$ cat src/rtl/mbfr_pkg.sv
// shared constants, codes and word types of the msb-first bit field reader
package mbfr_pkg;

   // bit buffer geometry
   localparam int BUF_BITS  = 64;
   localparam int CNT_W     = $clog2(BUF_BITS + 1);

   // word field widths
   localparam int BYTE_W    = 8;
   localparam int NBITS_W   = 6;
   localparam int VALUE_W   = 32;
   localparam int STATUS_W  = 2;
   localparam int BB_W      = 7;

   // widest field a get may take
   localparam int MAX_FIELD = 32;
   localparam int SIDX_W    = $clog2(MAX_FIELD);

   typedef enum logic {
      OP_PUSH = 1'b0,
      OP_GET  = 1'b1
   } opcode_type;

   typedef enum logic [STATUS_W-1:0] {
      ST_OK    = 2'd0,
      ST_SHORT = 2'd1,
      ST_FULL  = 2'd2
   } status_type;

   typedef struct packed {
      opcode_type            opcode;
      logic [BYTE_W-1:0]     stream_byte;
      logic [NBITS_W-1:0]    field_bits;
      logic                  sign_extend;
   } req_item_type;

   typedef struct packed {
      logic [VALUE_W-1:0]    field_value;
      status_type            status;
      logic [BB_W-1:0]       bits_buffered;
   } rsp_item_type;

   // handshake between the input register and the processing stage
   typedef struct packed {
      logic item_valid;
      logic advance;
   } stage_ctl_type;

endpackage

$ cat src/rtl/mbfr_req_if.sv
// request channel: push and get words into the reader
interface mbfr_req_if;
   logic                          valid;
   logic                          ready;
   logic                          opcode;
   logic [mbfr_pkg::BYTE_W-1:0]   stream_byte;
   logic [mbfr_pkg::NBITS_W-1:0]  field_bits;
   logic                          sign_extend;

   modport source (output valid, output opcode, output stream_byte,
                   output field_bits, output sign_extend, input ready);
   modport sink   (input valid, input opcode, input stream_byte,
                   input field_bits, input sign_extend, output ready);
endinterface

$ cat src/rtl/mbfr_rsp_if.sv
// response channel: one result word per request word
interface mbfr_rsp_if;
   logic                           valid;
   logic                           ready;
   logic [mbfr_pkg::VALUE_W-1:0]   field_value;
   logic [mbfr_pkg::STATUS_W-1:0]  status;
   logic [mbfr_pkg::BB_W-1:0]      bits_buffered;

   modport source (output valid, output field_value, output status,
                   output bits_buffered, input ready);
   modport sink   (input valid, input field_value, input status,
                   input bits_buffered, output ready);
endinterface

$ cat src/rtl/msb_first_bit_field_reader.sv
// top level: msb-first bit field reader with input and result registers
//
//   channel   dir   handshake        word
//   req_chan  in    valid / ready    opcode, stream_byte, field_bits, sign_extend
//   rsp_chan  out   valid / ready    field_value, status, bits_buffered
//
// one word per cycle while rsp_chan is ready; request -> input reg -> result reg
// the barrel shift over the 64-bit buffer sits between input and result registers
// reset clears the buffer, the bit count and both valid flags
// a stalled result holds in its register while one more request waits behind it
module msb_first_bit_field_reader (
   input  logic     clock,
   input  logic     reset,
   mbfr_req_if.sink req_chan,
   mbfr_rsp_if.source rsp_chan
);
   import mbfr_pkg::*;

   stage_ctl_type ctl;
   req_item_type  item;
   rsp_item_type  result;

   logic          out_valid_ff, out_valid_in;
   rsp_item_type  out_item_ff, out_item_in;

   // held word moves on when the result register is free or draining
   assign ctl.advance = ctl.item_valid && (!out_valid_ff || rsp_chan.ready);

   mbfr_in_reg u_in_reg (
      .clock      (clock),
      .reset      (reset),
      .req_chan   (req_chan),
      .advance    (ctl.advance),
      .item_valid (ctl.item_valid),
      .item       (item)
   );

   mbfr_core u_core (
      .clock  (clock),
      .reset  (reset),
      .ctl    (ctl),
      .item   (item),
      .result (result)
   );

   // result register
   always_comb begin
      out_valid_in = out_valid_ff;
      out_item_in  = out_item_ff;
      if (ctl.advance) begin
         out_valid_in = 1'b1;
         out_item_in  = result;
      end else if (rsp_chan.ready) begin
         out_valid_in = 1'b0;
      end
   end

   always_ff @(posedge clock) begin
      if (reset) begin
         out_valid_ff <= 1'b0;
      end else begin
         out_valid_ff <= out_valid_in;
      end
      out_item_ff <= out_item_in;
   end

   assign rsp_chan.valid         = out_valid_ff;
   assign rsp_chan.field_value   = out_item_ff.field_value;
   assign rsp_chan.status        = out_item_ff.status;
   assign rsp_chan.bits_buffered = out_item_ff.bits_buffered;

   // a held word never moves into a full, stalled result register
   a_no_overwrite: assert property (@(posedge clock) disable iff (reset)
      out_valid_ff && !rsp_chan.ready |-> !ctl.advance)
      else $error("result overwritten while stalled");

   // every processed word shows up as a result next cycle
   a_result_follows: assert property (@(posedge clock) disable iff (reset)
      ctl.advance |=> out_valid_ff)
      else $error("processed word produced no result");

   // failed words carry a zero field value
   a_error_zero: assert property (@(posedge clock) disable iff (reset)
      out_valid_ff && out_item_ff.status != ST_OK |-> out_item_ff.field_value == '0)
      else $error("error result with non-zero value");

endmodule

$ cat src/rtl/mbfr_in_reg.sv
// input register that holds one request word ahead of processing
module mbfr_in_reg (
   input  logic                   clock,
   input  logic                   reset,
   mbfr_req_if.sink               req_chan,
   input  logic                   advance,
   output logic                   item_valid,
   output mbfr_pkg::req_item_type item
);
   import mbfr_pkg::*;

   logic         valid_ff, valid_in;
   req_item_type item_ff, item_in;
   logic         take;

   // free when empty or when the held word moves on this cycle
   assign req_chan.ready = !valid_ff || advance;
   assign take           = req_chan.valid && req_chan.ready;

   // next state of the register
   always_comb begin
      valid_in = valid_ff;
      item_in  = item_ff;
      if (take) begin
         valid_in            = 1'b1;
         item_in.opcode      = opcode_type'(req_chan.opcode);
         item_in.stream_byte = req_chan.stream_byte;
         item_in.field_bits  = req_chan.field_bits;
         item_in.sign_extend = req_chan.sign_extend;
      end else if (advance) begin
         valid_in = 1'b0;
      end
   end

   always_ff @(posedge clock) begin
      if (reset) begin
         valid_ff <= 1'b0;
      end else begin
         valid_ff <= valid_in;
      end
      item_ff <= item_in;
   end

   assign item_valid = valid_ff;
   assign item       = item_ff;

endmodule

$ cat src/rtl/mbfr_core.sv
// bit buffer state and the single-pass push / get datapath
module mbfr_core (
   input  logic                   clock,
   input  logic                   reset,
   input  mbfr_pkg::stage_ctl_type ctl,
   input  mbfr_pkg::req_item_type item,
   output mbfr_pkg::rsp_item_type result
);
   import mbfr_pkg::*;

   // oldest bit sits at the top of the buffer
   logic [BUF_BITS-1:0] buf_ff, buf_in;
   logic [CNT_W-1:0]    count_ff, count_in;

   logic [NBITS_W-1:0]  nbits;
   logic [CNT_W:0]      push_total;
   logic [BUF_BITS-1:0] push_bits;
   logic [VALUE_W-1:0]  top_bits;
   logic [VALUE_W-1:0]  raw_value;
   logic [VALUE_W-1:0]  ext_mask;
   logic [SIDX_W-1:0]   sign_idx;
   logic                sign_set;
   logic [VALUE_W-1:0]  value;
   status_type          status;

   // clamp width, extract field from the top of the buffer
   always_comb begin
      nbits      = (item.field_bits > NBITS_W'(MAX_FIELD)) ?
                   NBITS_W'(MAX_FIELD) : item.field_bits;
      push_total = {1'b0, count_ff} + (CNT_W+1)'(BYTE_W);
      push_bits  = {item.stream_byte, {(BUF_BITS-BYTE_W){1'b0}}} >> count_ff;
      top_bits   = buf_ff[BUF_BITS-1 -: VALUE_W];
      raw_value  = top_bits >> (NBITS_W'(VALUE_W) - nbits);
      ext_mask   = {VALUE_W{1'b1}} << nbits;
      sign_idx   = SIDX_W'(nbits - NBITS_W'(1));
      sign_set   = item.sign_extend && (nbits != '0) && raw_value[sign_idx];
   end

   // result and next state for the held word
   always_comb begin
      buf_in   = buf_ff;
      count_in = count_ff;
      value    = '0;
      status   = ST_OK;
      case (item.opcode)
         OP_PUSH: begin
            if (push_total > (CNT_W+1)'(BUF_BITS)) begin
               status = ST_FULL;
            end else begin
               buf_in   = buf_ff | push_bits;
               count_in = push_total[CNT_W-1:0];
            end
         end
         OP_GET: begin
            if (CNT_W'(nbits) > count_ff) begin
               status = ST_SHORT;
            end else begin
               value    = sign_set ? (raw_value | ext_mask) : raw_value;
               buf_in   = buf_ff << nbits;
               count_in = count_ff - CNT_W'(nbits);
            end
         end
         default: begin
            status = ST_OK;
         end
      endcase
      if (!ctl.advance) begin
         buf_in   = buf_ff;
         count_in = count_ff;
      end
   end

   always_ff @(posedge clock) begin
      if (reset) begin
         buf_ff   <= '0;
         count_ff <= '0;
      end else begin
         buf_ff   <= buf_in;
         count_ff <= count_in;
      end
   end

   assign result.field_value   = value;
   assign result.status        = status;
   assign result.bits_buffered = BB_W'(count_in);

   // count never passes the buffer size
   a_count_range: assert property (@(posedge clock) disable iff (reset)
      count_ff <= CNT_W'(BUF_BITS))
      else $error("bit count beyond buffer size");

   // bits past the valid count stay clear
   a_tail_clear: assert property (@(posedge clock) disable iff (reset)
      (buf_ff << count_ff) == '0)
      else $error("stale bits below the valid region");

   // an accepted push grows the count by one byte
   a_push_grow: assert property (@(posedge clock) disable iff (reset)
      ctl.advance && item.opcode == OP_PUSH && status == ST_OK
      |=> count_ff == $past(count_ff) + CNT_W'(BYTE_W))
      else $error("push did not add one byte");

   // a rejected word leaves the state alone
   a_reject_hold: assert property (@(posedge clock) disable iff (reset)
      ctl.advance && status != ST_OK
      |=> $stable(count_ff) && $stable(buf_ff))
      else $error("rejected word changed the buffer");

endmodule
$ cat src/flat_wrapper.sv
// flat-port wrapper written by rule: the top's interface ports become plain ports
module msb_first_bit_field_reader_flat import mbfr_pkg::*;
  (clock, reset, req_chan_valid, req_chan_opcode, req_chan_stream_byte, req_chan_field_bits, req_chan_sign_extend, req_chan_ready, rsp_chan_valid, rsp_chan_field_value, rsp_chan_status, rsp_chan_bits_buffered, rsp_chan_ready);
  mbfr_req_if req_chan_i ();
  mbfr_rsp_if rsp_chan_i ();
  input  logic clock;
  input  logic reset;
  input wire logic [$bits(req_chan_i.valid)-1:0] req_chan_valid;
  input wire logic [$bits(req_chan_i.opcode)-1:0] req_chan_opcode;
  input wire logic [$bits(req_chan_i.stream_byte)-1:0] req_chan_stream_byte;
  input wire logic [$bits(req_chan_i.field_bits)-1:0] req_chan_field_bits;
  input wire logic [$bits(req_chan_i.sign_extend)-1:0] req_chan_sign_extend;
  output wire logic [$bits(req_chan_i.ready)-1:0] req_chan_ready;
  output wire logic [$bits(rsp_chan_i.valid)-1:0] rsp_chan_valid;
  output wire logic [$bits(rsp_chan_i.field_value)-1:0] rsp_chan_field_value;
  output wire logic [$bits(rsp_chan_i.status)-1:0] rsp_chan_status;
  output wire logic [$bits(rsp_chan_i.bits_buffered)-1:0] rsp_chan_bits_buffered;
  input wire logic [$bits(rsp_chan_i.ready)-1:0] rsp_chan_ready;
  assign req_chan_i.valid = req_chan_valid;
  assign req_chan_i.opcode = req_chan_opcode;
  assign req_chan_i.stream_byte = req_chan_stream_byte;
  assign req_chan_i.field_bits = req_chan_field_bits;
  assign req_chan_i.sign_extend = req_chan_sign_extend;
  assign req_chan_ready = req_chan_i.ready;
  assign rsp_chan_valid = rsp_chan_i.valid;
  assign rsp_chan_field_value = rsp_chan_i.field_value;
  assign rsp_chan_status = rsp_chan_i.status;
  assign rsp_chan_bits_buffered = rsp_chan_i.bits_buffered;
  assign rsp_chan_i.ready = rsp_chan_ready;
  msb_first_bit_field_reader u_core (.clock(clock), .reset(reset), .req_chan(req_chan_i), .rsp_chan(rsp_chan_i));
endmodule
$ cat config.mk
export PLATFORM = sky130hd
export DESIGN_NAME = msb_first_bit_field_reader_flat
export DESIGN_NICKNAME = d
export VERILOG_FILES = /design/src/rtl/mbfr_pkg.sv /design/src/rtl/mbfr_req_if.sv /design/src/rtl/mbfr_rsp_if.sv /design/src/rtl/msb_first_bit_field_reader.sv /design/src/rtl/mbfr_in_reg.sv /design/src/rtl/mbfr_core.sv /design/src/flat_wrapper.sv
export SDC_FILE = /design/constraint.sdc
export NUM_CORES = 1
export LEC_CHECK = 0
export BUFFER_PORTS_ARGS = -buffer_cell sky130_fd_sc_hd__buf_2
export CORE_AREA = 3 3 208 210
export CTS_CLUSTER_SIZE = 25
export DETAILED_ROUTE_END_ITERATION = 10
export DIE_AREA = 0 0 211 213
export PLACE_DENSITY_LB_ADDON = 0.12
export SLEW_MARGIN = 20
export SYNTH_ARGS = -nofsm -noshare
export SYNTH_HDL_FRONTEND = slang
export SYNTH_SLANG_ARGS = --single-unit
$ cat constraint.sdc
create_clock -name clock -period 4.7 [get_ports clock]
set_input_delay 0.705 -clock clock [delete_from_list [all_inputs] [get_ports clock]]
set_output_delay 0.705 -clock clock [all_outputs]
set_load 0.005 [all_outputs]
==> results of run 1 <==
[cells by family (layout without fill, tap and decap cells)]
| logic type | after synthesis | in the layout | share of synthesized area |
|---|---|---|---|
| adder cells (fa/ha/maj) | 12 | 12 | 0.0127 |
| buffers and inverters | 161 | 173 | 0.0586 |
| AND/OR/NAND/NOR | 416 | 416 | 0.157 |
| XOR/XNOR | 4 | 4 | 0.00283 |
| AO/OA/AOI/OAI | 407 | 407 | 0.217 |
| multiplexers | 333 | 333 | 0.294 |
| flip-flops | 130 | 130 | 0.257 |
[worst paths after layout]
kind / from / to / depth (start not counted)
max: u_core.u_in_reg.item[6] / u_core.rsp_chan.field_value[26] / 16
min: req_chan_stream_byte[1] / u_core.u_in_reg.item[8] / 1
max reg2reg: u_core.u_in_reg.item[6] / u_core.rsp_chan.field_value[26] / 16
min reg2reg: u_core.u_core.buf_ff[8] / u_core.u_core.buf_ff[8] / 2
[where the power goes]
group          switching [mW]  internal, mW
Clock                   0.582         0.838
Sequential             0.0732          1.23
Combinational           0.690         0.383
[cells in the final DEF, fill, tap and decap left out, types with 20 or more instances in the layout]
cell,Yosys,routed
a21oi_1,123,123
o21ai_0,56,56
edfxtp_1,57,57
nor2_1,166,165
buf_4,11,50
mux2i_1,269,269
dfxtp_1,73,73
mux4_2,20,20
o22ai_1,44,44
mux2_2,38,38
nand2_1,92,91
a211oi_1,29,29
nor2b_1,22,21
nor3_1,56,56
buf_2,23,62
[final cells by class]
class	count	area (um2)	area share
well taps	539	674	0.0488
repair buffers	117	786	0.0568
multi-input cells	1172	8490	0.614
inverters	24	95.1	0.00688
flip-flops and latches	130	3170	0.230
clock buffers	17	425	0.0308
clock inverters	15	183	0.0132
[through the flow]
step	total power, mW	cell area (um2)
floorplan	2.01	12400
global placement	2.40	13200
detailed placement	2.38	13200
CTS	3.81	13800
global route	3.94	13800
finish	3.80	13800
[worst max-delay path, stage by stage, from the launching register on]
cell,delay [ns]
edfxtp_1,0.48
nor2b_1,0.29
inv_2,0.07
ha_1,0.26
inv_1,0.14
ha_1,0.27
buf_12,0.18
or3b_1,0.52
o22ai_1,0.22
a221o_1,0.18
nand2_1,0.08
and4_1,0.20
o311ai_1,0.35
nand4_1,0.21
nor3_4,0.19
buf_12,0.21
o32ai_1,0.13
[registers in the layout (all words and copies together) (netlist names)]
name	count
u_core.rsp_chan.bits_buffered	7
u_core.rsp_chan.field_value	32
u_core.rsp_chan.status	2
u_core.rsp_chan.valid	1
u_core.u_core.buf_ff	64
u_core.u_core.count_ff	7
u_core.u_in_reg.item	16
u_core.u_in_reg.item_valid	1
[metal layers]
metal | vias up | global-route usage
met1 | 6037 | 0.318
met5 | - | 0
met2 | 477 | 0.397
met4 | 0 | 0.112
li1 | 5568 | -
met3 | 107 | 0.0359
==> summary.txt, run 1 <==
status: finished, final reports clean
P_leak: 5.59 nW
IO Count: 63
first-pass GRT wire length: 81100 um
CP max FO: 32
GRT Total Usage: 0.243
FILL cells: 4379
IO buf count: 62
ys flop type: dfxtp_1
worst skew pair latency: 0.46 ns
Reg clk slew, reported paths: 0.06 ns
Num CTS Buffers: 17
Final Non-Filler Cells: 2014
crit share post-route: 0.912
final antenna diode count: 0
final core utilization: 0.331
final setup vio count: 0
syn avg cell area: 8.45 um2
Gates resized, CTS repair: 0
worst ir drop on vdd: 0.239 mV
clk root buf: clkbuf_16
Setup WS pre-CTS: 0.479 ns
number of global-route vias before repair: 11800
DR vias: 12200
WL per Instance: 27.4 um
worst setup path class: flip-flop to flip-flop
worst relative slew slack: 0.235
layout cells sized above 1: 0.161
CTS tree: yes
Fin. Hold Viols: 0
Syn. warnings: 0
DIE AREA: 0.0449 mm2
max-slew violations: 0
share of the synthesized area in the top cell type: 0.218
top cells by count, synth: mux2i_1, nor2_1, a21oi_1, nand2_1, clkbuf_1
final net count: 1494
worst reg-to-reg setup slack: 0.41 ns
Mapped Nets: 1495
Post-synth EDFFs: 57
crit path DAT: 4.45 ns
fin worst setup slack: 0.415 ns
Final TNS setup: 0 ns
initial cell density of the core: 0.296
Post-route DRC: 0
Post-Synthesis Cells: 1463
Syn Std Cell Area: 0.0124 mm2
clock buffer depth: 2
#FFs+latches synth: 130
Netlist cell types: 93
register area share after synthesis: 0.257
Antenna Nets Post-Route: 0
Max Freq: 233 MHz
Setup Buffers After CTS: 0
Chip Width: 211 um
placed insts: 1982
critical path launch point type: flip-flop
std cell rows: 75
Die H: 213 um
vias per cell: 6.05
routed wl met2: 25700 um
worst hold-check path type: input pin to flip-flop
hold-fix buffers at CTS: 0
Final HPWL DP: 41200 um
Initial DRC Count: 1240
worst hold slack: 0.427 ns
Remaining Overflow, GRT: 0
Worst Setup End Kind: flip-flop
MaxCap Viol Count: 0
core footprint: 0.0418 mm2
DR pass1 iterations: 7
pin count of the biggest net entering global routing: 62
RSZ-0062 raised after global routing: no
min Tclk post-route: 4.29 ns
M1 WL: 24300 um
Layout area overhead: 11.8%
Yosys top cell by area: mux2i_1
most frequent cell after synthesis: mux2i_1
leading post-synthesis cells by cell area: mux2i_1, edfxtp_1, dfxtp_1
H-tree level count: 4
worst-margin pin slew: 1.14 ns
worst path required time: 4.87 ns
Synth async-reset ratio: 0
Top Metal Used: met4
Pwr per Cell Area: 275 mW/mm2
Clock Skews: 0.0158 ns
met3 WL: 2660 um
clock tree sinks: 130
Routability Congestion: 0.943
initial antenna violation count: 0
Post-Route WL: 55200 um
(Power assumes the default switching activity.)
==> run 2: changes to the inputs <==
--- a/config.mk
+++ b/config.mk
@@ -10,7 +10,6 @@
 export CTS_CLUSTER_SIZE = 25
 export DETAILED_ROUTE_END_ITERATION = 10
 export DIE_AREA = 0 0 211 213
-export PLACE_DENSITY_LB_ADDON = 0.12
 export SLEW_MARGIN = 20
 export SYNTH_ARGS = -nofsm -noshare
 export SYNTH_HDL_FRONTEND = slang
==> summary.txt, run 2 (same netlist as run 1, synthesis figures left out) <==
final net count: 1498
MaxCap Viol Count: 0
Layout area overhead: 12.0%
most frequent cells in the layout: mux2i_1, nor2_1, a21oi_1, nand2_1, dfxtp_1
Top Family by Delay on Critical Path: simple AND/OR/NAND/NOR gates
number of global-route vias before repair: 12000
Post-Route WL: 52100 um
RSZ-0062 raised after global routing: no
std cell rows: 75
Pint: 2.47 mW
Worst Setup End Kind: flip-flop
Max Freq: 225 MHz
clock tree sinks: 130
Biggest register: u_core.u_core.buf_ff
switching pwr: 1.33 mW
WL per Instance: 25.8 um
Sw Share: 0.351
Pwr per Cell Area: 274 mW/mm2
worst-margin pin slew: 1.19 ns
Fin. Hold Viols: 0
Setup Buffers After CTS: 0
max reg flops: 64
IO Count: 63
final antenna diode count: 0
Hold Startpoint: req_chan_stream_byte[7]
CP max stage delay: 0.49 ns
FILL cells: 4372
crit share post-route: 0.944
Remaining Overflow, GRT: 0
Die H: 213 um
worst path required time: 4.86 ns
Setup crit start: u_core.u_in_reg.item[6]
Initial DRC Count: 1517
first-pass GRT wire length: 77600 um
Reg clk slew, reported paths: 0.07 ns
CP max FO: 32
clock buffer depth: 2
status: finished, final reports clean
combinational power share: 0.286
Final TNS setup: 0 ns
Routability Congestion: 0.956
Antenna Nets Post-Route: 0
final setup vio count: 0
CTS tree: yes
M1 WL: 21800 um
layout cells sized above 1: 0.162
crit-path cells: nor2b_1 -> buf_4 -> ha_2 -> buf_4 -> mux2_2 -> nor3_1 -> nor2_1 -> o221ai_1 -> buf_4 -> nor3_1 -> o311ai_1 -> nand4_1 -> nor3_4 -> buf_12 -> o22ai_1
Num CTS Buffers: 17
critical path launch point type: flip-flop
most frequent CP cell: buf_4
worst setup path class: flip-flop to flip-flop
routed wl met2: 23400 um
Post-DP Area: 0.0132 mm2
Buf+Inv Stages, Crit Path: 4
IO buf count: 62
hold-fix buffers at CTS: 0
Chip Width: 211 um
commonest non-fill, non-tap cell in the layout: mux2i_1
Final HPWL DP: 38300 um
P_leak: 5.62 nW
CP max stage cell: edfxtp_1
initial antenna violation count: 1
worst skew pair latency: 0.45 ns
max-slew violations: 0
total power: 3.80 mW
DR pass1 iterations: 7
Final Cell Area: 0.0138 mm2
Top Metal Used: met5
Clk pwr share: 0.373
worst hold-check path type: input pin to flip-flop
vias per cell: 6.18
core footprint: 0.0418 mm2
clk root buf: clkbuf_16
DIE AREA: 0.0449 mm2
met3 WL: 4140 um
pin count of the biggest net entering global routing: 65
crit path DAT: 4.60 ns
initial cell density of the core: 0.296
GRT Total Usage: 0.226
min Tclk post-route: 4.44 ns
Gates resized, CTS repair: 0
H-tree level count: 4
reg2reg start: u_core.u_in_reg.item[6]
Post-route DRC: 0
Clock Skews: 0.0170 ns
worst relative slew slack: 0.201
worst ir drop on vdd: 0.215 mV
Sequential Power Share: 0.341
DR vias: 12500
worst reg-to-reg setup slack: 0.26 ns
## run 2: layer usage
layer  vias up  global-route usage
li1       5589                   -
met1      6016               0.298
met2       714               0.366
met3       153              0.0356
met4         2               0.108
met5         -                   0
## run 2: final timing paths
kind / to / cells past startpoint
setup / recovery: u_core.rsp_chan.field_value[11] / 15
hold / removal: u_core.u_in_reg.item[14] / 1
setup reg to reg: u_core.rsp_chan.field_value[11] / 15
hold reg to reg: u_core.u_core.buf_ff[5] / 2
## run 2: power groups by stage
stage          combinational [mW]  sequential [mW]  clock, mW
3_5_place_dp                 1.06             1.32          0
6_report                     1.09             1.30       1.42
4_1_cts                      1.06             1.29       1.42
2_1_floorplan               0.725             1.29          0
5_1_grt                      1.15             1.30       1.47
3_3_place_gp                 1.06             1.32          0
## run 2: layout make-up
class                      instances  area, um2  area share
inverter                          24       95.1     0.00687
multi-input combinational       1172       8490       0.613
tap                              539        674      0.0487
clock inverter                    10        119     0.00858
sequential                       130       3170       0.229
timing repair buffer             121        816      0.0589
clock buffer                      22        484      0.0350
## run 2: stage by stage
stage                     cells  hold slack [ns]  worst slack [ns]   util
after global routing       2018            0.432             0.136  0.332
after global placement     1986            0.500             0.419  0.317
after CTS                  2018            0.430             0.397  0.332
after detailed placement   1986            0.510             0.427  0.317
final                      2018            0.437             0.261  0.332
after floorplan            1463            0.476            0.0512      -
## run 2: worst reg2reg max path, delay by kind of cell, from the launching register on
family,cells,cell delay (ns)
buf+inv,4,1.05
compound gates,3,0.65
fa+ha+maj,1,0.25
simple gates,6,1.28
flops,1,0.49
mux,1,0.45
